<file path="src/hw/rtl/assert_macros.svh">
// Assertion helpers shared by the block's RTL.
`ifndef ASSERT_MACROS_SVH
`define ASSERT_MACROS_SVH

// Check a property at every rising clock edge outside reset.
`define FNPC_ASSERT(label, clk, rst, prop, msg) \
  label: assert property (@(posedge clk) disable iff (rst) prop) else $error(msg);

// Check that a condition never holds at a rising clock edge outside reset.
`define FNPC_ASSERT_NEVER(label, clk, rst, cond, msg) \
  `FNPC_ASSERT(label, clk, rst, !(cond), msg)

`endif

</file>
<file path="src/hw/rtl/fnpc_pkg.sv">
package fnpc_pkg;

  // Configuration port
  localparam int CFG_INDEX_BITS  = 1;
  localparam int CFG_DATA_BITS   = 13;
  localparam int WIDTH_REG_BITS  = 11;
  localparam int HEIGHT_REG_BITS = 13;
  localparam int RESET_WIDTH     = 1024;
  localparam int RESET_HEIGHT    = 1024;

  // Row counter and the tallest frame it covers
  localparam int ROW_BITS   = 12;
  localparam int MAX_HEIGHT = 4096;

  typedef logic [CFG_INDEX_BITS-1:0] cfg_index_t;

  localparam cfg_index_t REG_FRAME_WIDTH  = 1'b0;
  localparam cfg_index_t REG_FRAME_HEIGHT = 1'b1;

  // Request opcodes
  localparam logic OP_PIXEL = 1'b0;
  localparam logic OP_DRAIN = 1'b1;

  // Per-request control handed from the counters to the filter stage
  typedef struct packed {
    logic emit;
    logic has_up;
    logic has_down;
    logic has_left;
    logic has_right;
    logic last;
    logic swap;
  } fnpc_tag_t;

endpackage

</file>
<file path="src/hw/rtl/fnpc_ctrl.sv">
`include "assert_macros.svh"

module fnpc_ctrl #(
  parameter int MAX_WIDTH = 1024,
  localparam int AW       = $clog2(MAX_WIDTH)
) (
  input  logic                               clk,
  input  logic                               rst,
  input  logic                               cfg_we,
  input  fnpc_pkg::cfg_index_t               cfg_index,
  input  logic [fnpc_pkg::CFG_DATA_BITS-1:0] cfg_data,
  input  logic                               accept,
  input  logic                               opcode,
  output logic [AW-1:0]                      rd_addr0,
  output logic [AW-1:0]                      rd_addr1,
  output logic                               wr_en_a,
  output logic                               wr_en_b,
  output fnpc_pkg::fnpc_tag_t                tag
);
  import fnpc_pkg::*;

  logic [WIDTH_REG_BITS-1:0]  frame_width;
  logic [HEIGHT_REG_BITS-1:0] frame_height;

  logic [AW-1:0]       column_count;
  logic [ROW_BITS-1:0] row_count;
  logic                store_swap;
  logic                draining;

  logic [AW:0]                eff_w;
  logic [AW:0]                w_last;
  logic [AW-1:0]              col;
  logic [AW:0]                col_plus1;
  logic                       col_last;
  logic [HEIGHT_REG_BITS-1:0] eff_h;
  logic [HEIGHT_REG_BITS-1:0] row_plus1;
  logic                       row_last;
  logic                       row_ge1;
  logic                       row_ge2;
  logic                       is_pixel;
  logic                       is_drain;

  always_ff @(posedge clk) begin
    if (rst) begin
      frame_width  <= WIDTH_REG_BITS'(RESET_WIDTH);
      frame_height <= HEIGHT_REG_BITS'(RESET_HEIGHT);
    end else if (cfg_we) begin
      unique case (cfg_index)
        REG_FRAME_WIDTH:  frame_width  <= cfg_data[WIDTH_REG_BITS-1:0];
        REG_FRAME_HEIGHT: frame_height <= cfg_data[HEIGHT_REG_BITS-1:0];
      endcase
    end
  end

  // Clamp the programmed sizes into the supported range.
  always_comb begin
    if (frame_width == '0) begin
      eff_w = (AW+1)'(1);
    end else if (32'(frame_width) > MAX_WIDTH) begin
      eff_w = (AW+1)'(MAX_WIDTH);
    end else begin
      eff_w = (AW+1)'(frame_width);
    end
    if (frame_height == '0) begin
      eff_h = HEIGHT_REG_BITS'(1);
    end else if (32'(frame_height) > MAX_HEIGHT) begin
      eff_h = HEIGHT_REG_BITS'(MAX_HEIGHT);
    end else begin
      eff_h = frame_height;
    end
  end

  // A column at or past the row end saturates to the last column.
  assign w_last    = eff_w - 1'b1;
  assign col       = ({1'b0, column_count} >= eff_w) ? w_last[AW-1:0] : column_count;
  assign col_plus1 = {1'b0, col} + 1'b1;
  assign col_last  = (col_plus1 >= eff_w);
  assign row_plus1 = {1'b0, row_count} + 1'b1;
  assign row_last  = (row_plus1 >= eff_h);
  assign row_ge1   = (row_count != '0);
  assign row_ge2   = (row_count > ROW_BITS'(1));

  // Pixels are dropped while draining; drain steps are dropped otherwise.
  assign is_pixel = accept && (opcode == OP_PIXEL) && !draining;
  assign is_drain = accept && (opcode == OP_DRAIN) && draining;

  assign rd_addr0 = col;
  assign rd_addr1 = col_last ? col : col_plus1[AW-1:0];
  assign wr_en_a  = is_pixel && store_swap;
  assign wr_en_b  = is_pixel && !store_swap;

  always_comb begin
    tag.emit      = (is_pixel && row_ge1) || is_drain;
    tag.has_up    = draining ? row_ge1 : row_ge2;
    tag.has_down  = !draining;
    tag.has_left  = (col != '0);
    tag.has_right = !col_last;
    tag.last      = draining && col_last;
    tag.swap      = store_swap;
  end

  always_ff @(posedge clk) begin
    if (rst) begin
      column_count <= '0;
      row_count    <= '0;
      store_swap   <= 1'b0;
      draining     <= 1'b0;
    end else if (is_pixel) begin
      if (col_last) begin
        column_count <= '0;
        store_swap   <= ~store_swap;
        if (row_last) begin
          draining <= 1'b1;
        end else begin
          row_count <= row_plus1[ROW_BITS-1:0];
        end
      end else begin
        column_count <= col_plus1[AW-1:0];
      end
    end else if (is_drain) begin
      if (col_last) begin
        draining     <= 1'b0;
        column_count <= '0;
        row_count    <= '0;
      end else begin
        column_count <= col_plus1[AW-1:0];
      end
    end
  end

  `FNPC_ASSERT_NEVER(a_both_stores_written, clk, rst, wr_en_a && wr_en_b, "both line stores written")
  `FNPC_ASSERT(a_drain_swaps, clk, rst, $rose(draining) |-> store_swap != $past(store_swap), "drain entered without store swap")

endmodule

</file>
<file path="config.mk">
export PLATFORM = sky130hd
export DESIGN_NAME = fnpc_ctrl
export DESIGN_NICKNAME = d
export VERILOG_FILES = /design/src/hw/rtl/fnpc_pkg.sv /design/src/hw/rtl/fnpc_ctrl.sv
export VERILOG_INCLUDE_DIRS = /design/src /design/src/hw/rtl
export SDC_FILE = /design/constraint.sdc
export NUM_CORES = 1
export LEC_CHECK = 0
export BUFFER_PORTS_ARGS = -buffer_cell sky130_fd_sc_hd__buf_2
export CORE_MARGIN = 10
export CORE_UTILIZATION = 30
export CTS_BUF_LIST = sky130_fd_sc_hd__clkbuf_2 sky130_fd_sc_hd__clkbuf_4 sky130_fd_sc_hd__clkbuf_8
export DETAILED_ROUTE_END_ITERATION = 7
export GPL_ROUTABILITY_DRIVEN = 1
export HOLD_SLACK_MARGIN = 0.03
export PLACE_DENSITY = 0.51
export SETUP_SLACK_MARGIN = 0.15
export SYNTH_ARGS = -nofsm -noshare
export SYNTH_HDL_FRONTEND = slang
export SYNTH_SLANG_ARGS = --single-unit
</file>
<file path="constraint.sdc">
create_clock -name clk -period 7.01 [get_ports clk]
set_input_delay 0 -clock clk [delete_from_list [all_inputs] [get_ports clk]]
set_output_delay 0 -clock clk [all_outputs]
set_load 0.01 [all_outputs]
</file>
==> flow_metrics.tcl, run 1 <==
set metrics [dict create \
    status "finished, final reports clean" \
    synth_mux_area_share_pct 3.59 \
    min_from "cfg_index" \
    p_sw_share_pct 37.2 \
    synth_edf_count 0 \
    yosysWarnings 0 \
    routedWlPerCell_microns 15.4 \
    start_util_pct 30.8 \
    num_vias 3716 \
    die_h_microns 134 \
    die_area_sq_um 18000 \
    dpl.hpwl_mm 8.76 \
    cp.arrival_ps 5950 \
    antenna_found_initial 0 \
    clock-sinks 48 \
    drt_iter0_markers 222 \
    path_max_fanout 22 \
    clk_pin_slew_worst_paths_ps 80 \
    fin_crit_sh_pct 84.9 \
    path_delay_family "compound AO/OA/AOI/OAI gates" \
    finalHoldViolCount 0 \
    maxSlewViolCount 0 \
    grt-ovfl-total 0 \
    cts_buffers 5 \
    nNetsFinal 616 \
    max_slew.worst_pin.slew_ps 915 \
    synth_xor_area_share_pct 5.61 \
    avgSynthCellArea_sq_um 7.71 \
    setup.worst_path.class "reg -> out" \
    critPathLaunchType "flop" \
    power_density_nw_per_um2 169 \
    cts-root-buf "clkbuf_8" \
    ys_seq_elements 48 \
    worst_r2r_path_depth 25 \
    max_freq_mhz 168 \
    globalRouteTotalUtil_pct 12.5 \
    synth_compound_area_share_pct 20.9 \
    area_delta_synth_final_pct 15.4 \
    r2r_slack_ps 1120 \
    clock_skew_ps 9.69 \
    cp.buffers_inverters 6 \
    synth_cell_types 64 \
    synth_cells 506 \
    holdWs_ps 151 \
    p_comb_share_pct 41.1 \
    first_global_vias 3690 \
    clkPwrFrac_pct 19.6 \
    instances_no_fill 726 \
    via_per_inst 5.12 \
    grt_pass1_wl_mm 18.8 \
    final_util_pct 35.5 \
    clk_path_buf_depth 2 \
    cts_htree_levels 2 \
    yosysSeqAreaShare_pct 24.6 \
    synth_top_family_by_area "simple AND/OR/NAND/NOR gates" \
    antenna_cells 0 \
    relSlewSlack_pct 39.0 \
    drive_gt1_share_pct 13.5 \
    gp_routability_congestion 0.860 \
    leakagePower_nw 1.96 \
    synth_nets 566 \
    hold_depth 4 \
    cp_common_cell "ha_1" \
    hold_end "frame_width[1]" \
    die_x_microns 134 \
    synth_area_sq_um 3900 \
    hold_class "in -> reg" \
    regToRegStartpoint "frame_width[7]" \
    fin_crit_ps 5950 \
    portBuffers 47 \
    dr.pass1.iters 4 \
    cap_violations 0 \
    grt_max_degree 51 \
    crit_slowest_cell "inv_1" \
    power_switching_w 0.000283 \
    ys_async_sr_fraction_pct 0 \
    dpl.cell_count 706 \
    crit_required_ps 7010 \
    core_sq_um 12700 \
    post_cts_buffers 0 \
    max_stage_delay_ps 520 \
    ios 48 \
    rows 41 \
    drc 0 \
    finalSetupViolCount 0 \
    r2r_end "row_count[3]" \
    cts_tree "built" \
    tns_ps 0 \
    rsz0062_at_grt "no" \
    ys.flop_type "dfxtp_1" \
    synth_fa_ha_area_share_pct 13.1 \
    synth-simple-area-share_pct 26.8 \
    antenna_left 0 \
    insertion_delay_ps 300 \
    peakVddDrop_v 0.0000659 \
    seq_power_share_pct 39.3 \
    internal-power_w 0.000478 \
    setup.worst_path.end_class "output pin" \
    wirelength_mm 11.2 \
]
## power groups by stage
stage | Clock, W | Combinational, W | Sequential (W)
2_1_floorplan | 0 | 0.000216 | 0.000299
3_3_place_gp | 0 | 0.000307 | 0.000305
3_5_place_dp | 0 | 0.000308 | 0.000306
4_1_cts | 0.000156 | 0.000316 | 0.000299
5_1_grt | 0.000165 | 0.000352 | 0.000301
6_report | 0.000149 | 0.000313 | 0.000299
## repair_timing
action	in CTS	in global routing
gates resized for setup	0	0
hold buffers	15	0
hold endpoints to repair	25	0
## cells by family (layout without fill, tap and decap cells)
| kind of cell | count (synthesis) | in the layout |
|---|---|---|
| compound gates | 116 | 116 |
| xor+xnor | 25 | 25 |
| flops | 48 | 48 |
| simple gates | 211 | 211 |
| buf+inv | 52 | 100 |
| mux | 13 | 13 |
| fa+ha+maj | 41 | 41 |
## layout make-up
class                   count  area [sq um]
repair buffers             66           415
inverters                  29           109
multi-input cells         406          2730
flip-flops and latches     48           961
clock buffers               5          68.8
fillers                  1349          8170
well taps                 172           215
## tightest hold or removal path: stages
cell	delay, ps
buf_2	100
nor2b_1	140
nand2_1	110
a21oi_1	50
## cell usage in the layout (no fill, tap or decap), drive strengths merged, types with 6 or more instances in the layout
master,n
nand3b,9
ha,41
nand2,92
nor2b,16
o211ai,7
xnor2,22
and3,6
nand4,7
o31ai,8
o311ai,6
a21o,7
nor3,8
dlygate4sd3,15
a21oi,38
buf,51
o21ai,12
inv,29
nand2b,6
nor4,7
dfxtp,48
nor2,29
mux2i,11
nand3,13
## flip-flops by register name (all words and copies together), names as in the netlist
| name | cells |
|---|---|
| column_count | 10 |
| store_swap | 1 |
| frame_width | 11 |
| draining | 1 |
| row_count | 12 |
| frame_height | 13 |
## worst max path at each step
stage	startpoint	to	slack (ps)	cells after the start
after floorplan	frame_width[7]	row_count[5]	1900	27
after global placement	frame_width[7]	row_count[2]	1360	25
after detailed placement	frame_width[7]	row_count[2]	1180	25
after CTS	frame_width[7]	rd_addr1[0]	1040	25
after global routing	frame_width[7]	rd_addr1[0]	500	25
final	frame_width[7]	rd_addr1[0]	1060	25
## Yosys cell counts (3+ instances only)
master | instances | area (sq um)
nor2_1 | 28 | 105
dfxtp_1 | 48 | 961
o211ai_1 | 4 | 30.0
xnor2_1 | 22 | 193
clkbuf_1 | 15 | 56.3
o21a_1 | 3 | 22.5
o2111ai_1 | 3 | 26.3
o21ai_0 | 9 | 45.0
nor3_1 | 8 | 40.0
o311ai_0 | 6 | 52.6
nand3_1 | 13 | 65.1
o22ai_1 | 3 | 18.8
o31ai_1 | 8 | 60.1
inv_1 | 27 | 101
and3_1 | 6 | 37.5
a21o_1 | 6 | 45.0
o32ai_1 | 3 | 26.3
nor2b_1 | 16 | 100
a32o_1 | 4 | 40.0
nand3b_1 | 9 | 67.6
o211ai_2 | 3 | 37.5
xor2_1 | 3 | 26.3
or4_1 | 3 | 22.5
nand4_1 | 7 | 43.8
a31oi_1 | 4 | 25.0
o21ai_1 | 3 | 15.0
ha_1 | 41 | 513
mux2i_1 | 9 | 90.1
buf_2 | 6 | 30.0
a21oi_1 | 38 | 190
nand2_1 | 92 | 345
or3_1 | 4 | 25.0
nand2b_1 | 6 | 37.5
nor4_1 | 6 | 37.5
## stage by stage
stage / setup WS (ps) / instance area, sq um / total power, W
4_1_cts: 1040 / 4500 / 0.000772
5_1_grt: 503 / 4500 / 0.000819
6_report: 1060 / 4500 / 0.000761
2_1_floorplan: 1900 / 3900 / 0.000515
3_3_place_gp: 1360 / 4280 / 0.000613
3_5_place_dp: 1180 / 4280 / 0.000614
## layer usage
layer  wire, microns  track usage [%]
met1            4660             14.1
met2            5830             23.1
met3             441             2.35
met4             226             3.75
met5               0                0
Power figures use the tool's default switching activity.
==> run 2: changes to the inputs <==
ABC_AREA = 1   (was not set)
clock period = 6.18 ns   (was 7.01 ns; I/O delays follow)
==> flow_metrics.tcl, run 2 <==
set metrics [dict create \
    status "finished, final reports clean" \
    setup.worst_path.class "reg -> reg" \
    max_freq_mhz 186 \
    setup.worst_path.end_class "flop" \
    dr.pass1.iters 5 \
    synth_nets 638 \
    internal-power_w 0.000622 \
    synth_area_sq_um 3870 \
    portBuffers 47 \
    cts_htree_levels 2 \
    hold_class "in -> reg" \
    netlist.area_leader.share_pct 24.8 \
    via_per_inst 4.83 \
    yosysWarnings 0 \
    area_delta_synth_final_pct 16.5 \
    drive_gt1_share_pct 16.1 \
    synth_cell_types 46 \
    ios 48 \
    clock_skew_ps 8.39 \
    antenna_left 0 \
    wl_met3_microns 361 \
    finalHoldViolCount 0 \
    regMostFlops "frame_height" \
    synth_edf_count 0 \
    cts-root-buf "clkbuf_8" \
    clkPwrFrac_pct 23.9 \
    cts_buffers 5 \
    cp.arrival_ps 5600 \
    grt-ovfl-total 0 \
    insertion_delay_ps 330 \
    ys_seq_elements 48 \
    final_common_cell "nand2_1" \
    tns_ps 0 \
    leakagePower_nw 2.13 \
    core_sq_um 12600 \
    routedWlPerCell_microns 13.8 \
    top_regs "frame_height (13), row_count (12), frame_width (11)" \
    start_util_pct 30.7 \
    maxSlewViolCount 0 \
    synth_top_cells_by_count "nand2_1, nor2_1, o21ai_0" \
    die_h_microns 134 \
    drt_iter0_markers 217 \
    synth.most_common_cell "nand2_1" \
    yosysSeqAreaShare_pct 24.8 \
    clk_pin_slew_worst_paths_ps 110 \
    antenna_found_initial 0 \
    wl_met2_mm 5.28 \
    grt_max_degree 33 \
    rows 41 \
    dpl.hpwl_mm 8.86 \
    ys_async_sr_fraction_pct 0 \
    drc 0 \
    met1Wirelength_mm 5.29 \
    nNetsFinal 691 \
    critPathLaunchType "flop" \
    final_cell_mix "nand2_1, nor2_1, o21ai_0, inv_1, dfxtp_1" \
    clock-sinks 48 \
    clk_path_buf_depth 2 \
    r2r_slack_ps 790 \
    rsz0062_at_grt "no" \
    regToRegStartpoint "frame_width[2]" \
    avgSynthCellArea_sq_um 6.70 \
    antenna_cells 0 \
    globalRouteTotalUtil_pct 12.7 \
    grt_pass1_wl_mm 18.8 \
    gp_routability_congestion 0.860 \
    p_total_w 0.00107 \
    cap_violations 0 \
    path_max_fanout 17 \
    synth_cells 578 \
    finalSetupViolCount 0 \
    relSlewSlack_pct 51.5 \
    largest_reg_flops 13 \
    num_vias 3884 \
    fin_crit_sh_pct 87.1 \
    ys.flop_type "dfxtp_1" \
    die_x_microns 134 \
    worst_r2r_path_depth 26 \
    synth_top_area_cell "dfxtp_1" \
    synth_area_leaders "dfxtp_1, ha_1, nand2_1" \
    cp_common_cell "nand2_1" \
    hold_depth 3 \
    wirelength_mm 11.1 \
    p_sw_share_pct 41.7 \
    crit_required_ps 6390 \
    min_from "cfg_index" \
    cts_tree "built" \
    fin_crit_ps 5390 \
    max_slew.worst_pin.slew_ps 725 \
    power_density_nw_per_um2 237 \
    crit_slowest_cell "nand2_1" \
    final_util_pct 35.7 \
    holdWs_ps 145 \
    hold_end "frame_width[10]" \
    r2r_end "row_count[3]" \
    seq_power_share_pct 33.1 \
    post_cts_resize_count 0 \
    first_global_vias 3825 \
    highest_layer "met4" \
    power_switching_w 0.000445 \
    peakVddDrop_v 0.0000968 \
    p_comb_share_pct 43.0 \
    die_area_sq_um 17800 \
    max_stage_delay_ps 400 \
]
## run 2: cell count changes in the layout (fill, tap and decap cells not counted), sizes merged, moves of 21 or more
cell | before | now
xnor2 | 22 | 1
o21ai | 12 | 58
nor2 | 29 | 91
nand2 | 92 | 115
inv | 29 | 64
## run 2: routing by layer
metal	global-route usage [%]	vias to the layer above
li1	-	2032
met1	15.5	1783
met2	21.7	58
met3	2.82	11
met4	3.69	0
met5	0	-
## run 2: final cells by class
type                            count  area (sq um)
Inverter                           65           244
Multi-Input combinational cell    448          2580
Clock inverter                      3          46.3
Timing Repair Buffer               63           390
Fill cell                        1407          8110
Clock buffer                        5          68.8
Sequential cell                    48           961
Tap cell                          172           215
## run 2: per-stage QoR
| stage | area (sq um) | cells | worst slack, ps |
|---|---|---|---|
| 2_1_floorplan | 3870 | 578 | 1630 |
| 3_3_place_gp | 4250 | 782 | 976 |
| 3_5_place_dp | 4250 | 782 | 846 |
| 4_1_cts | 4510 | 804 | 824 |
| 5_1_grt | 4510 | 804 | 247 |
| 6_report | 4510 | 804 | 795 |
## run 2: cell families (layout without fill, tap and decap cells)
kind of cell	Yosys count	count (layout)	share of synthesized area [%]
AOI/OAI and AO/OA	123	123	17.8
xor gates and xnor gates	8	8	2.00
buffers and inverters	82	136	8.50
DFF	48	48	24.8
adders and majority gates	41	41	13.3
and+or+nand+nor	276	276	33.6
## run 2: worst max-delay path: cells and delay by family, from the launching register on
family	cells	cell delay [ps]
flip-flops	1	390
buffers and inverters	1	50
adder cells (fa/ha/maj)	3	830
AND/OR/NAND/NOR	18	3180
AO/OA/AOI/OAI	4	790
## run 2: how the worst max path moves through the flow
stage / startpoint / end / slack, ps / depth (start not counted)
after global placement: frame_width[3] / row_count[7] / 980 / 26
after global routing: frame_width[2] / row_count[7] / 250 / 26
after floorplan: frame_width[3] / column_count[0] / 1630 / 29
final: frame_width[2] / row_count[3] / 790 / 26
after detailed placement: frame_width[3] / row_count[3] / 850 / 26
after CTS: frame_width[2] / rd_addr1[0] / 820 / 28
## run 2: power groups by stage
stage / logic, W / registers, W / clock network (W)
floorplan: 0.000326 / 0.000352 / 0
global placement: 0.000453 / 0.000359 / 0
detailed placement: 0.000457 / 0.000360 / 0
CTS: 0.000466 / 0.000353 / 0.000264
global route: 0.000526 / 0.000356 / 0.000273
finish: 0.000459 / 0.000353 / 0.000255
## run 2: repair_timing
action                                 4_1_cts  5_1_grt
hold buffers                                14        0
setup buffers                                0        0
endpoints found under the hold margin       33        0
setup endpoints to repair                    0        0
