File: src/hw/rtl/assert_macros.svh
// Assertion helpers shared by the block's RTL.
`ifndef ASSERT_MACROS_SVH
`define ASSERT_MACROS_SVH

// Check a property at every rising clock edge outside reset.
`define FNPC_ASSERT(label, clk, rst, prop, msg) \
  label: assert property (@(posedge clk) disable iff (rst) prop) else $error(msg);

// Check that a condition never holds at a rising clock edge outside reset.
`define FNPC_ASSERT_NEVER(label, clk, rst, cond, msg) \
  `FNPC_ASSERT(label, clk, rst, !(cond), msg)

`endif

File: src/hw/rtl/fnpc_pkg.sv
package fnpc_pkg;

  // Configuration port
  localparam int CFG_INDEX_BITS  = 1;
  localparam int CFG_DATA_BITS   = 13;
  localparam int WIDTH_REG_BITS  = 11;
  localparam int HEIGHT_REG_BITS = 13;
  localparam int RESET_WIDTH     = 1024;
  localparam int RESET_HEIGHT    = 1024;

  // Row counter and the tallest frame it covers
  localparam int ROW_BITS   = 12;
  localparam int MAX_HEIGHT = 4096;

  typedef logic [CFG_INDEX_BITS-1:0] cfg_index_t;

  localparam cfg_index_t REG_FRAME_WIDTH  = 1'b0;
  localparam cfg_index_t REG_FRAME_HEIGHT = 1'b1;

  // Request opcodes
  localparam logic OP_PIXEL = 1'b0;
  localparam logic OP_DRAIN = 1'b1;

  // Per-request control handed from the counters to the filter stage
  typedef struct packed {
    logic emit;
    logic has_up;
    logic has_down;
    logic has_left;
    logic has_right;
    logic last;
    logic swap;
  } fnpc_tag_t;

endpackage

File: src/hw/rtl/fnpc_out_if.sv
interface fnpc_out_if #(
  parameter int PIXEL_BITS = 16
) ();
  logic                  valid;
  logic                  ready;
  logic [PIXEL_BITS-1:0] pixel_out;
  logic                  last_of_frame;

  modport source (output valid, output pixel_out, output last_of_frame, input ready);
  modport sink   (input valid, input pixel_out, input last_of_frame, output ready);
endinterface

File: src/hw/rtl/fnpc_clamp.sv
`include "assert_macros.svh"

module fnpc_clamp #(
  parameter int PIXEL_BITS = 16
) (
  input  logic                  clk,
  input  logic                  rst,
  input  logic                  accept,
  input  fnpc_pkg::fnpc_tag_t   tag_in,
  input  logic [PIXEL_BITS-1:0] down_in,
  input  logic [PIXEL_BITS-1:0] a_rd0,
  input  logic [PIXEL_BITS-1:0] a_rd1,
  input  logic [PIXEL_BITS-1:0] b_rd0,
  input  logic [PIXEL_BITS-1:0] b_rd1,
  output logic                  ready,
  fnpc_out_if.source            results
);
  import fnpc_pkg::*;

  logic                  s1_valid;
  fnpc_tag_t             s1_tag;
  logic [PIXEL_BITS-1:0] s1_down;
  logic [PIXEL_BITS-1:0] left_pixel;

  logic [PIXEL_BITS-1:0] centre;
  logic [PIXEL_BITS-1:0] right_pix;
  logic [PIXEL_BITS-1:0] up_pix;
  logic [PIXEL_BITS-1:0] top;
  logic [PIXEL_BITS-1:0] result;
  logic                  peak;
  logic                  out_free;
  logic                  s1_go;

  // Store selected by swap holds the previous row; the other the row above it.
  assign centre    = s1_tag.swap ? b_rd0 : a_rd0;
  assign right_pix = s1_tag.swap ? b_rd1 : a_rd1;
  assign up_pix    = s1_tag.swap ? a_rd0 : b_rd0;

  always_comb begin
    peak = 1'b1;
    top  = '0;
    if (s1_tag.has_up) begin
      if (centre <= up_pix) peak = 1'b0;
      if (up_pix > top) top = up_pix;
    end
    if (s1_tag.has_down) begin
      if (centre <= s1_down) peak = 1'b0;
      if (s1_down > top) top = s1_down;
    end
    if (s1_tag.has_left) begin
      if (centre <= left_pixel) peak = 1'b0;
      if (left_pixel > top) top = left_pixel;
    end
    if (s1_tag.has_right) begin
      if (centre <= right_pix) peak = 1'b0;
      if (right_pix > top) top = right_pix;
    end
    result = peak ? top : centre;
  end

  assign out_free = !results.valid || results.ready;
  assign s1_go    = s1_valid && out_free;
  assign ready    = !s1_valid || out_free;

  always_ff @(posedge clk) begin
    if (rst) begin
      s1_valid <= 1'b0;
    end else if (accept) begin
      s1_valid <= tag_in.emit;
    end else if (s1_go) begin
      s1_valid <= 1'b0;
    end
  end

  always_ff @(posedge clk) begin
    if (accept) begin
      s1_tag  <= tag_in;
      s1_down <= down_in;
    end
  end

  always_ff @(posedge clk) begin
    if (rst) begin
      results.valid <= 1'b0;
      left_pixel    <= '0;
    end else if (s1_go) begin
      results.valid <= 1'b1;
      left_pixel    <= centre;
    end else if (results.ready) begin
      results.valid <= 1'b0;
    end
  end

  always_ff @(posedge clk) begin
    if (s1_go) begin
      results.pixel_out     <= result;
      results.last_of_frame <= s1_tag.last;
    end
  end

  `FNPC_ASSERT(a_stage_holds, clk, rst, s1_valid && !out_free |=> s1_valid && $stable(s1_down) && $stable(s1_tag), "filter stage lost a stalled request")
  `FNPC_ASSERT(a_result_source, clk, rst, $rose(results.valid) |-> $past(s1_valid), "result raised without filter stage")

endmodule

File: src/flat_wrapper.sv
// flat-port wrapper written by rule: the top's interface ports become plain ports
module fnpc_clamp_flat import fnpc_pkg::*;
#(
  parameter int PIXEL_BITS = 16
)
  (clk, rst, accept, tag_in, down_in, a_rd0, a_rd1, b_rd0, b_rd1, ready, results_valid, results_pixel_out, results_last_of_frame, results_ready);
  fnpc_out_if #(.PIXEL_BITS(PIXEL_BITS)) results_i ();
  input  logic clk;
  input  logic rst;
  input  logic accept;
  input  fnpc_pkg::fnpc_tag_t tag_in;
  input  logic [PIXEL_BITS-1:0] down_in;
  input  logic [PIXEL_BITS-1:0] a_rd0;
  input  logic [PIXEL_BITS-1:0] a_rd1;
  input  logic [PIXEL_BITS-1:0] b_rd0;
  input  logic [PIXEL_BITS-1:0] b_rd1;
  output logic ready;
  output wire logic [$bits(results_i.valid)-1:0] results_valid;
  output wire logic [$bits(results_i.pixel_out)-1:0] results_pixel_out;
  output wire logic [$bits(results_i.last_of_frame)-1:0] results_last_of_frame;
  input wire logic [$bits(results_i.ready)-1:0] results_ready;
  assign results_valid = results_i.valid;
  assign results_pixel_out = results_i.pixel_out;
  assign results_last_of_frame = results_i.last_of_frame;
  assign results_i.ready = results_ready;
  fnpc_clamp #(.PIXEL_BITS(PIXEL_BITS)) u_core (.clk(clk), .rst(rst), .accept(accept), .tag_in(tag_in), .down_in(down_in), .a_rd0(a_rd0), .a_rd1(a_rd1), .b_rd0(b_rd0), .b_rd1(b_rd1), .ready(ready), .results(results_i));
endmodule
File: config.mk
export PLATFORM = sky130hd
export DESIGN_NAME = fnpc_clamp_flat
export DESIGN_NICKNAME = d
export VERILOG_FILES = /design/src/hw/rtl/fnpc_pkg.sv /design/src/hw/rtl/fnpc_out_if.sv /design/src/hw/rtl/fnpc_clamp.sv /design/src/flat_wrapper.sv
export VERILOG_INCLUDE_DIRS = /design/src /design/src/hw/rtl
export SDC_FILE = /design/constraint.sdc
export NUM_CORES = 1
export LEC_CHECK = 0
export BUFFER_PORTS_ARGS = -buffer_cell sky130_fd_sc_hd__buf_2
export CAP_MARGIN = 20
export CORE_ASPECT_RATIO = 0.6
export CORE_MARGIN = 5
export CORE_UTILIZATION = 58
export CTS_CLUSTER_SIZE = 10
export DETAILED_ROUTE_END_ITERATION = 7
export PLACE_DENSITY_LB_ADDON = 0.15
export SYNTH_ARGS = -nofsm -noshare
export SYNTH_HDL_FRONTEND = slang
export SYNTH_SLANG_ARGS = --single-unit
File: constraint.sdc
create_clock -name clk -period 11 [get_ports clk]
set_clock_uncertainty 0.05 [all_clocks]
set_input_delay 1.65 -clock clk [delete_from_list [all_inputs] [get_ports clk]]
set_output_delay 1.65 -clock clk [all_outputs]
set_load 0.1 [all_outputs]
==> results.md, run 1 <==
Yosys:
- The register area share after synthesis is 0.258.
- The complex-gate fraction of the synthesized area came to 0.168.
- In the synthesized netlist the async set-or-reset flop fraction comes to 0.
- The count of flip-flops with a built-in enable after synthesis is 39.
- After synthesis the netlist holds a flip-flop and latch count of between 50 and 60.
- The synthesized netlist contains 58 unique library cells.
- The main combinational cell family by area after synthesis is adder cells.
- The net count after synthesis is 862.
- The average instance area after synthesis is ~9.0 sq um.
- The number of standard cells after synthesis is 661.
- The dominant cell type by area after synthesis is sky130_fd_sc_hd__ha_1.
- The main flop type after synthesis is sky130_fd_sc_hd__edfxtp_1.
- The synthesized-area fraction occupied by adder cells is 0.232.
- The post-synthesis simple-gate area fraction is 0.147.
- The warning count from the yosys run is 0.
- By area the synthesized netlist is led by sky130_fd_sc_hd__ha_1, sky130_fd_sc_hd__edfxtp_1, sky130_fd_sc_hd__mux2_2.
- The fraction of synthesized area in multiplexers is 0.127.
- The netlist area before placement is around 5900 sq um.
- Of the post-synthesis cell area, the dominant cell type holds 0.232.
- The xor/xnor cell area share of the yosys netlist is 0.00295.

CTS:
- The CTS tree is built.
- The buffer cell driving the clock tree root is sky130_fd_sc_hd__clkbuf_16.
- The count of hold-fix buffers inserted at cts is 0.
- Clock-pin slew was measured on the worst setup and hold paths at around 0.06 ns.
- Once the clock tree was built, the resizer swapped 0 gates to a different size.
- The clock latency at the later pin of the worst-skew pair is about 0.33 ns.
- The buffer count from post-CTS setup fixing is 0.
- The clock passes through at most 2 buffers.
- The total clock buffers created by CTS is 9.
- CTS saw 57 sinks.
- The H-tree depth reported by CTS is 3.

Timing:
- The slew at the pin closest to its max-slew limit is slightly below 1 ns.
- The worst hold-check slack is 0.374 ns.
- The final sum of negative setup slack is 0 ns.
- Measured against its own limit, the worst slew margin works out to 0.325.
- Setup repair after global routing left no endpoint under its margin.
- The final critical path time including I/O delays and setup is around 10 ns.
- The final clock period utilization by the worst path is 0.921.
- Timing would allow up to about 0.099 GHz.
- The number of max-slew violations in the final report is 0.
- The count of endpoints failing hold in the final timing report is 0.
- Setup violations remaining at the end of the flow were counted as 0.

Routing:
- The first TritonRoute pass finished after 5 iterations.
- After detailed routing, the total wire length is approximately 18000 microns.
- The final routed wire length divided by cell count is about 20 microns.
- The initial detailed-routing violation count is between 400 and 500.
- The residual DRC count is 0.
- Summing over every cut layer, the via total after detailed routing is approximately 5500.
- Dividing the detail-routed via count by the number of cells gives a little over 6.
- The post-route antenna net violation count is 0.

Finish:
- The layout cell share with drive strength beyond 1 is 0.236.
- Leaving out filler cells and counting taps, the final layout contains 907.
- In the final design database the tool counted approximately 970 nets.
- The filler cells instantiated in the layout total 794.
- The repair_antennas step left the layout with diodes totalling 0.
- The final core utilization is 0.700.
- The layout overhead on the synthesized area is 16.9%.

Power:
- The switching power as a share of total power is 0.383.
- The share of total power dissipated in sequential elements is 0.283.
- The maximum ir drop on the vdd rail is roughly 0.00010 V.
- Summing internal, switching and leakage power gives roughly 900 uW.
- The power density over cell area is between 100 and 150 nW/um^2.
- The internal power of the cells totals between 500 and 600 uW.
- For this design the static power due to leakage is roughly 3.2 nW.
- For this design the total switching power over the nets is about 350 uW.
- The share of total power dissipated in the clock network is 0.309.
- The proportion of power drawn by combinational gates is 0.409.

Floorplanning:
- In this run the vertical extent of the chip is roughly 88 microns.
- The die covers ~12000 sq um.
- After floorplanning, the core was sized to cover around 9900 sq um.
- The number of top-level pins is 110.
- The x dimension of the die is between 100 and 150 microns.
- The number of cell rows is 28.
- For this configuration, the core starts out at a cell density of 0.599.

Critical path:
- The standard cell with the maximum stage delay on the critical path is sky130_fd_sc_hd__or4b_2.
- The maximum fanout count along the critical path is 17.
- For the worst setup path, the data required time is 11.12 ns.
- STA classifies the critical path endpoint as a register.
- The worst setup path is launched from an input pin.
- By startpoint and endpoint, the worst setup path is classified as in2reg.
- The maximum single-stage delay on the critical path is between 0.7 and 0.8 ns.
- The most prevalent standard cell on the critical path is sky130_fd_sc_hd__a21oi_1.
- Data on the critical path arrives at its endpoint at roughly 10 ns.

Global routing:
- In this run the most used layer during global routing was met2.
- The via count of the first global-routing pass is roughly 5500.
- The initial antenna violation count was 0.
- The final global-route overflow total is 0.
- In the global route stage, met3 resource usage came out at 0.0810.
- The global routing usage summed across all routing layers is 0.294.
- For this run, global-route usage on met1 was measured as 0.412.
- The first global-routing pass estimated about 28000 microns of wire.
- For met2 alone, demand over resource in global routing was 0.455.
- The largest net degree at the start of global routing is 47.

Place:
- At the end of routability-driven placement, the weighted congestion stood at approximately 1.
- Once detailed placement completed, the half-perimeter wirelength came to about 15000 microns.
- The number of input and output port buffers inserted is about 110.
- The instance count after placement with tap cells included is approximately 900.

Job:
- The max-capacitance violation count is 0.

Status:
- The run finished with clean final reports.

Hold path:
- The class of the most critical hold timing path is reg2reg.
==> cell usage in the layout, fill, tap and decap left out, types with 19 or more instances in the layout <==
cell,n
sky130_fd_sc_hd__a21oi_1,50
sky130_fd_sc_hd__buf_2,109
sky130_fd_sc_hd__edfxtp_1,39
sky130_fd_sc_hd__ha_1,110
sky130_fd_sc_hd__inv_1,77
sky130_fd_sc_hd__mux2_2,33
sky130_fd_sc_hd__mux2i_1,32
sky130_fd_sc_hd__nand2_1,29
sky130_fd_sc_hd__nand4_1,19
sky130_fd_sc_hd__nor2_1,50
sky130_fd_sc_hd__nor3_1,30
sky130_fd_sc_hd__o21ai_0,26
==> worst max-delay path: cells and delay by family <==
family / cells / cell delay, ns
AOI/OAI and AO/OA: 16 / 4.28
muxes: 2 / 0.70
buffers and inverters: 4 / 0.73
and+or+nand+nor: 8 / 2.12
adders and majority gates: 3 / 0.77
==> cells in the mapped netlist, drive strengths merged (6+ instances only) <==
library cell    n
nor2b          17
nand4          19
a21oi          50
nand2          29
edfxtp         39
clkbuf         11
o21ai          27
mux2i          32
dfxtp          18
nand3           9
mux2           37
a211oi         19
nor3           30
o31ai           8
a21o            6
buf            11
a221oi          8
nor2           50
nand2b          9
ha            110
inv            77
==> layer usage <==
layer,share of wire,vias up
met5,0,-
met4,0.018,0
met3,0.10,38
met2,0.42,263
met1,0.46,2536
li1,-,2669
==> power groups by stage <==
stage | sequential [mW] | clock [mW] | combinational, mW
2_1_floorplan | 0.286 | 0 | 0.238
3_3_place_gp | 0.265 | 0 | 0.355
3_5_place_dp | 0.265 | 0 | 0.367
4_1_cts | 0.261 | 0.288 | 0.370
5_1_grt | 0.263 | 0.300 | 0.415
6_report | 0.261 | 0.285 | 0.378
==> layout make-up <==
cell class | count | area (sq um) | area share
repair buffers | 117 | 618 | 0.0891
clock inverters | 7 | 71.3 | 0.0103
multi-input cells | 505 | 4040 | 0.582
flip-flops and latches | 57 | 1530 | 0.221
clock buffers | 9 | 225 | 0.0324
inverters | 77 | 289 | 0.0416
well taps | 135 | 169 | 0.0243
==> stage by stage <==
step           cell area, sq um  setup slack (ns)
5_1_grt                    6940             0.323
6_report                   6940             0.865
3_5_place_dp               6620             0.679
4_1_cts                    6920              1.04
2_1_floorplan              5940              1.58
3_3_place_gp               6620              1.07
==> path summary, 6_finish.rpt <==
| path | end | cells past startpoint | slack (ns) | startpoint |
|---|---|---|---|---|
| worst min-delay path | u_core.results.last_of_frame | 0 | 0.37 | u_core.s1_tag[1] |
| worst max-delay path | u_core.results.pixel_out[1] | 33 | 0.86 | a_rd0[2] |
| worst min register to register | u_core.results.last_of_frame | 0 | 0.37 | u_core.s1_tag[1] |
| worst max register to register | u_core.results.pixel_out[1] | 32 | 1.77 | u_core.s1_tag[0] |
==> flip-flops by register name, indices dropped and copies added (netlist names) <==
signal,cells
u_core.results.last_of_frame,1
u_core.left_pixel,16
u_core.results.valid,1
u_core.s1_valid,1
u_core.s1_down,16
u_core.results.pixel_out,16
u_core.s1_tag,6
==> cell families after synthesis <==
family,count (synthesis)
buffers and inverters,99
and+or+nand+nor,177
muxes,69
AOI/OAI and AO/OA,147
xor gates and xnor gates,2
adders and majority gates,110
DFF,57
Note: power is estimated with default switching activity, not from simulation.
==> inputs of run 2 (changes only) <==
--- a/config.mk
+++ b/config.mk
@@ -6,13 +6,14 @@
 export SDC_FILE = /design/constraint.sdc
 export NUM_CORES = 1
 export LEC_CHECK = 0
-export BUFFER_PORTS_ARGS = -buffer_cell sky130_fd_sc_hd__buf_2
+export BUFFER_PORTS_ARGS = -buffer_cell sky130_fd_sc_hd__clkbuf_2
 export CAP_MARGIN = 20
 export CORE_ASPECT_RATIO = 0.6
 export CORE_MARGIN = 5
 export CORE_UTILIZATION = 58
 export CTS_CLUSTER_SIZE = 10
 export DETAILED_ROUTE_END_ITERATION = 7
+export MAX_ROUTING_LAYER = met4
 export PLACE_DENSITY_LB_ADDON = 0.15
 export SYNTH_ARGS = -nofsm -noshare
 export SYNTH_HDL_FRONTEND = slang
==> results.md, run 2 (synthesis gave the netlist of run 1 again) <==
Finish:
- The final design area excluding fillers is between 6000 and 7000 sq um.
- Relative to the synthesized area, the layout overhead comes to 17.0%.
- The most frequent standard cell in the layout excluding fill and tap cells is sky130_fd_sc_hd__ha_1.
- In the final layout, the multi-input gates occupy ~4000 sq um.
- The layout has 792 filler cells.
- The repair_antennas step left the layout with diodes totalling 0.
- The area occupied by registers is about 1500 sq um.
- In the final layout, the registers with the most flip-flops are u_core.left_pixel: 16 flops, u_core.results.pixel_out: 16 flops, u_core.s1_down: 16 flops.
- The layout cell share with drive strength beyond 1 is 0.236.
- The final net count is a little under 1000.
- The library cells used most frequently in the layout, excluding fill and tap cells, are sky130_fd_sc_hd__ha_1, sky130_fd_sc_hd__clkbuf_2, sky130_fd_sc_hd__inv_1, sky130_fd_sc_hd__a21oi_1, sky130_fd_sc_hd__nor2_1.

Timing:
- The final clock period utilization by the worst path is 0.919.
- The count of endpoints failing hold in the final timing report is 0.
- The final sum of negative setup slack is 0 ns.
- Counting I/O delays and the setup requirement, the final critical path takes a little over 10 ns.
- The slew at the pin closest to its max-slew limit is about 1.1 ns.
- Setup repair after global routing left no endpoint under its margin.
- Measured against its own limit, the worst slew margin works out to 0.279.
- The highest clock rate is 0.0990 GHz.
- The number of max-slew violations in the final report is 0.
- Setup violations remaining at the end of the flow were counted as 0.

Routing:
- The residual DRC count is 0.
- The initial detailed-routing violation count is ~540.
- The length of the first detailed-routing pass in iterations is 7.
- The post-route antenna net violation count is 0.
- The wire length reported by the detailed router is ~19000 microns.
- In the final routed layout, each cell accounts on average for just over 20 microns.
- After detailed routing, the number of vias per cell comes to about 6.2.
- For this block, the via count after detailed routing is between 5000 and 6000.

CTS:
- The post-cts gate resize count is 0.
- In this run, CTS created clock tree buffers numbering 9.
- The H-tree was split into 3 levels.
- TritonCTS built the clock tree.
- The buffer count from post-CTS setup fixing is 0.
- The register clock-pin slew on the reported worst setup and hold paths is 0.06 ns.
- The tree built by TritonCTS fans out to 57 sinks.
- The clock passes through at most 2 buffers.
- The count of hold-fix buffers inserted at cts is 0.
- At the later pin of the worst-skew pair, clock insertion delay measures ~0.34 ns.
- The buffer cell driving the clock tree root is sky130_fd_sc_hd__clkbuf_16.

Critical path:
- The standard cell with the maximum stage delay on the critical path is sky130_fd_sc_hd__or4b_2.
- For the worst setup path, the data required time is 11.12 ns.
- The critical path arrival is 10.23 ns.
- The critical path is of the in2reg type.
- The maximum fanout count along the critical path is 17.
- The slack of the worst reg-to-reg path is ~1.3 ns.
- The startpoint identified for the worst register-to-register timing path is u_core.s1_tag[0].
- For this run, the slowest stage of the critical path takes slightly above 0.7 ns.
- The worst reg2reg path endpoint is u_core.results.pixel_out[1].
- The capturing element type of the critical path is a register.
- For the worst flop-to-flop path, the logic depth is 32.
- The startpoint type of the worst setup path is an input pin.

Floorplanning:
- In this run the vertical extent of the chip is around 90 microns.
- The number of cell rows is 28.
- The area of the die is around 12000 sq um.
- The region available for standard cell placement spans between 9000 and 10000 sq um.
- The number of top-level pins is 110.
- In this run the horizontal extent of the chip is around 140 microns.
- For this configuration, the core starts out at a cell density of 0.599.

Hold path:
- The end point of the most critical hold path is u_core.results.last_of_frame.
- In this run the worst hold path is classified as reg2reg.
- The worst hold path startpoint is u_core.s1_tag[1].
- The worst hold path passes through 0 cells.

Power:
- The leakage power figure is roughly 3.2 nW.
- The maximum ir drop on the vdd rail is 0.000118 V.
- In this run the power density over the cells is 135 nW/um^2.

Global routing:
- The largest net degree at the start of global routing is 47.
- The global routing usage summed across all routing layers is 0.317.
- The initial antenna violation count was 0.
- The first-pass GRT wire length is roughly 30000 microns.
- Global routing finished with a remaining overflow of 0.
- The via count of the first global-routing pass is about 5600.

Place:
- The number of input and output port buffers inserted is between 100 and 150.
- Detailed placement ended at an HPWL of 15300 microns.
- After detailed placement, the total cell area comes to around 6600 sq um.
- The routability congestion estimate from global placement is between 0.9 and 1.

Job:
- The tool flagged a number of max-cap violations equal to 0.

Status:
- The run finished with clean final reports.
==> run 2: changes by cell type in the layout (fill, tap and decap cells not counted), sizes merged <==
cell and delta:
clkinvlp -2, buf -108, clkinv -2, clkbuf +112
==> run 2: power breakdown <==
group	internal, mW	switching [mW]
registers	0.249	0.0155
clock network	0.186	0.105
logic	0.149	0.232
==> run 2: routing by layer <==
| layer | track usage | vias up | wire length, microns |
|---|---|---|---|
| met2 | 0.484 | 295 | 8080 |
| met5 | - | - | 0 |
| met3 | 0.0940 | 31 | 2130 |
| li1 | - | 2679 | - |
| met4 | 0.0756 | 0 | 279 |
| met1 | 0.418 | 2644 | 8330 |
==> run 2: layout make-up <==
type | instances | share of cell area
multi-input combinational | 505 | 0.581
inverter | 77 | 0.0416
clock inverter | 3 | 0.00576
tap | 135 | 0.0243
timing repair buffer | 118 | 0.0900
clock buffer | 12 | 0.0369
sequential | 57 | 0.220
==> run 2: stage by stage <==
step | util | setup slack [ns] | total power [mW] | cells | hold WS [ns]
2_1_floorplan | - | 1.58 | 0.524 | 661 | 0.350
3_3_place_gp | 0.669 | 1.08 | 0.622 | 891 | 0.351
3_5_place_dp | 0.669 | 0.746 | 0.635 | 891 | 0.355
4_1_cts | 0.699 | 1.07 | 0.928 | 906 | 0.367
5_1_grt | 0.701 | 0.314 | 0.989 | 907 | 0.374
6_report | 0.701 | 0.896 | 0.936 | 907 | 0.367
==> run 2: how the worst max path moves through the flow <==
stage	to	cells past startpoint	startpoint	slack (ns)
finish	u_core.results.pixel_out[1]	33	a_rd0[2]	0.90
global route	u_core.results.pixel_out[1]	33	a_rd0[2]	0.31
CTS	u_core.results.pixel_out[1]	33	a_rd0[2]	1.07
detailed placement	u_core.results.pixel_out[1]	33	a_rd0[2]	0.75
global placement	u_core.results.pixel_out[4]	32	a_rd0[2]	1.08
floorplan	u_core.results.pixel_out[10]	35	a_rd0[2]	1.58
==> run 2: worst max-delay path, delay by kind of cell <==
kind / cells / cell delay, ns
and+or+nand+nor: 9 / 2.25
adders and majority gates: 3 / 0.77
buffers and inverters: 4 / 0.75
muxes: 2 / 0.71
AOI/OAI and AO/OA: 15 / 4.12
==> inputs of run 3 (changes only) <==
--- a/config.mk
+++ b/config.mk
@@ -6,15 +6,15 @@
 export SDC_FILE = /design/constraint.sdc
 export NUM_CORES = 1
 export LEC_CHECK = 0
-export BUFFER_PORTS_ARGS = -buffer_cell sky130_fd_sc_hd__clkbuf_2
 export CAP_MARGIN = 20
 export CORE_ASPECT_RATIO = 0.6
-export CORE_MARGIN = 5
-export CORE_UTILIZATION = 58
+export CORE_UTILIZATION = 65
 export CTS_CLUSTER_SIZE = 10
 export DETAILED_ROUTE_END_ITERATION = 7
+export DONT_BUFFER_PORTS = 1
 export MAX_ROUTING_LAYER = met4
 export PLACE_DENSITY_LB_ADDON = 0.15
+export SLEW_MARGIN = 25
 export SYNTH_ARGS = -nofsm -noshare
 export SYNTH_HDL_FRONTEND = slang
 export SYNTH_SLANG_ARGS = --single-unit
==> results.md, run 3 (synthesis gave the netlist of run 1 again) <==
Critical path:
- The capturing element type of the critical path is a register.
- By instance count, the cell type seen most on the critical path is sky130_fd_sc_hd__nor2_1.
- The type of the worst setup path is in2reg.
- The largest single stage delay on the critical path is between 0.7 and 0.8 ns.
- The worst setup path is launched from an input pin.
- For the worst setup path, the data arrival time is around 9.7 ns.
- Data on the critical path is required at its endpoint by 11.08 ns.
- In this design, the largest share of critical-path delay is due to compound AO/OA/AOI/OAI gates.
- The buffering stage count on the worst path with inverters included is 4.
- The standard cell with the maximum stage delay on the critical path is sky130_fd_sc_hd__or4b_2.
- The worst setup path startpoint is a_rd0[2].
- Along the worst path, the maximum fanout reaches 29.
- The startpoint of the most critical register-to-register path is u_core.s1_tag[0].

Timing:
- The slew at the pin closest to its max-slew limit is between 0.9 and 1 ns.
- Setup violations remaining at the end of the flow were counted as 0.
- Across all setup checks in the final design, the least slack found is ~1.3 ns.
- Setup repair after global routing left no endpoint under its margin.
- The final critical path time including I/O delays and setup is a little under 10 ns.
- The worst relative slew slack is 0.347.
- The count of endpoints failing hold in the final timing report is 0.
- The number of max-slew violations in the final report was 0.
- In the finished design, the share of the clock period the worst path needs comes to 0.878.
- The highest clock rate is a little over 0.1 GHz.
- The final sum of negative setup slack is 0 ns.

Global routing:
- The final global-route overflow total is 0.
- The first-pass GRT wire length is around 26000 microns.
- The via count of the first global-routing pass was 5027.
- The initial antenna violation count is 0.
- Across every metal layer, demand over resource in global routing totals 0.377.
- The largest net degree at the start of global routing is 34.

Floorplanning:
- The number of cell rows is 26.
- The core region is just under 9000 sq um.
- The area of the die is between 9000 and 10000 sq um.
- The initial core utilization is 0.684.
- The x dimension of the die is between 100 and 150 microns.
- The die height is 76.0 microns.
- The number of top-level pins is between 100 and 150.

Place:
- After detailed placement, the design holds a cell count of approximately 760.
- At the placement stage, the worst setup path has a slack of roughly 1.3 ns.
- The cell area reported after detailed placement is between 6000 and 7000 sq um.
- The routability congestion estimate from global placement is ~1.0.
- The number of input and output port buffers inserted is 0.
- The placed wire-length estimate after detailed placement is roughly 14000 microns.

CTS:
- The clock latency at the later pin of the worst-skew pair is 0.34 ns.
- The number of setup buffers added after CTS is 0.
- The clock drives 57 sinks.
- CTS built an H-tree with a depth of 3.
- The CTS tree is built.
- After clock tree synthesis, the clock-pin slew on the worst setup and hold paths is roughly 0.060 ns.
- The number of gates resized after CTS was 0.
- The cell sitting at the root of the clock tree is a sky130_fd_sc_hd__clkbuf_16.
- The count of hold-fix buffers inserted at cts is 0.
- The number of buffers on the longest clock path is 2.
- The total clock buffers created by CTS is 9.

Routing:
- After detailed routing, the average wire length per cell comes to 21.8 microns.
- The pre-antenna-repair detailed-routing pass consisted of 8 iterations.
- The count of vias placed by the detailed router is about 5200.
- The post-detailed-route via-to-cell ratio is between 6 and 7.
- Once detail routing completed, the nets flagged for antenna violations numbered 0.
- The detailed router finished its first iteration with 578 violations.
- The residual DRC count is 9.
- The wire length reported by the detailed router is between 15000 and 20000 microns.

Finish:
- The final net count is 859.
- Once layout is complete, the utilization of the core stands at 0.737.
- In the final layout, the share of cells above drive strength 1 is 0.112.
- The finished layout holds a little under 800 standard cells, fillers aside.
- The final design area excluding fillers is roughly 6400 sq um.
- The largest registers in the layout are u_core.left_pixel: 16 flops, u_core.results.pixel_out: 16 flops, u_core.s1_down: 16 flops.
- The top cell types in the final layout, fill and taps aside, are sky130_fd_sc_hd__ha_1, sky130_fd_sc_hd__inv_1, sky130_fd_sc_hd__a21oi_1, sky130_fd_sc_hd__nor2_1, sky130_fd_sc_hd__edfxtp_1.
- The antenna diode count is 0.
- The most frequent standard cell in the layout excluding fill and tap cells is sky130_fd_sc_hd__ha_1.
- The layout overhead on the synthesized area is 7.88%.

Hold path:
- In this run the most critical hold path is launched from u_core.s1_tag[1].
- The path class of the tightest hold or removal check is reg2reg.

Status:
- The flow ran to the end, but the final reports show violations.
- The checks that failed: design-rule violations.

Power:
- The leakage power figure is between 2 and 3 nW.
- The maximum ir drop on the vdd rail is about 0.000082 V.
- Power spread over the standard cell area amounts to ~140 nW/um^2.

Job:
- Across the run, the number of max-cap violations was 0.
run 3: changes by cell type in the layout (fill, tap and decap cells not counted):
cell | before | now
sky130_fd_sc_hd__clkbuf_2 | 109 | 0
sky130_fd_sc_hd__clkinv_4 | 0 | 3
sky130_fd_sc_hd__clkbuf_8 | 2 | 0
sky130_fd_sc_hd__clkinv_2 | 2 | 0
sky130_fd_sc_hd__buf_12 | 1 | 0
sky130_fd_sc_hd__buf_16 | 0 | 1
sky130_fd_sc_hd__buf_4 | 8 | 7
sky130_fd_sc_hd__bufinv_16 | 1 | 2
sky130_fd_sc_hd__clkbuf_1 | 1 | 0
sky130_fd_sc_hd__clkinvlp_4 | 0 | 1
sky130_fd_sc_hd__inv_6 | 0 | 1
run 3: final timing paths:
kind                                   to  slack [ns]  cells after the start
min reg2reg  u_core.results.last_of_frame        0.37                      0
min          u_core.results.last_of_frame        0.37                      0
max          u_core.results.pixel_out[12]        1.34                     32
max reg2reg  u_core.results.pixel_out[12]        1.69                     32
run 3: per-stage QoR:
stage / hold slack (ns) / power [mW]
finish: 0.373 / 0.926
global route: 0.379 / 0.974
CTS: 0.376 / 0.920
detailed placement: 0.361 / 0.608
global placement: 0.358 / 0.594
floorplan: 0.350 / 0.524
run 3: layout make-up:
type	count	area (sq um)
flip-flops and latches	57	1530
repair buffers	8	80.1
inverters	77	289
fillers	630	2280
clock inverters	7	103
well taps	112	140
clock buffers	9	225
multi-input cells	505	4040
run 3: worst register-to-register path: cells and delay by family (launching register included):
kind | cells | cell delay, ns
AO/OA/AOI/OAI | 11 | 3.03
AND/OR/NAND/NOR | 13 | 2.94
flip-flops | 1 | 0.98
buffers and inverters | 4 | 0.89
adder cells (fa/ha/maj) | 3 | 0.75
multiplexers | 1 | 0.45
run 3: metal layers:
metal,global-route usage,part of all wire,vias to the layer above
li1,-,-,2449
met1,0.522,0.45,2425
met2,0.553,0.43,315
met3,0.0801,0.10,45
met4,0.111,0.021,0
met5,-,0,-
run 3: power by group:
group | total (mW) | switching, mW | internal, mW
sequential | 0.290 | 0.0408 | 0.249
combinational | 0.326 | 0.192 | 0.135
clock | 0.310 | 0.110 | 0.200
total | 0.926 | 0.342 | 0.584
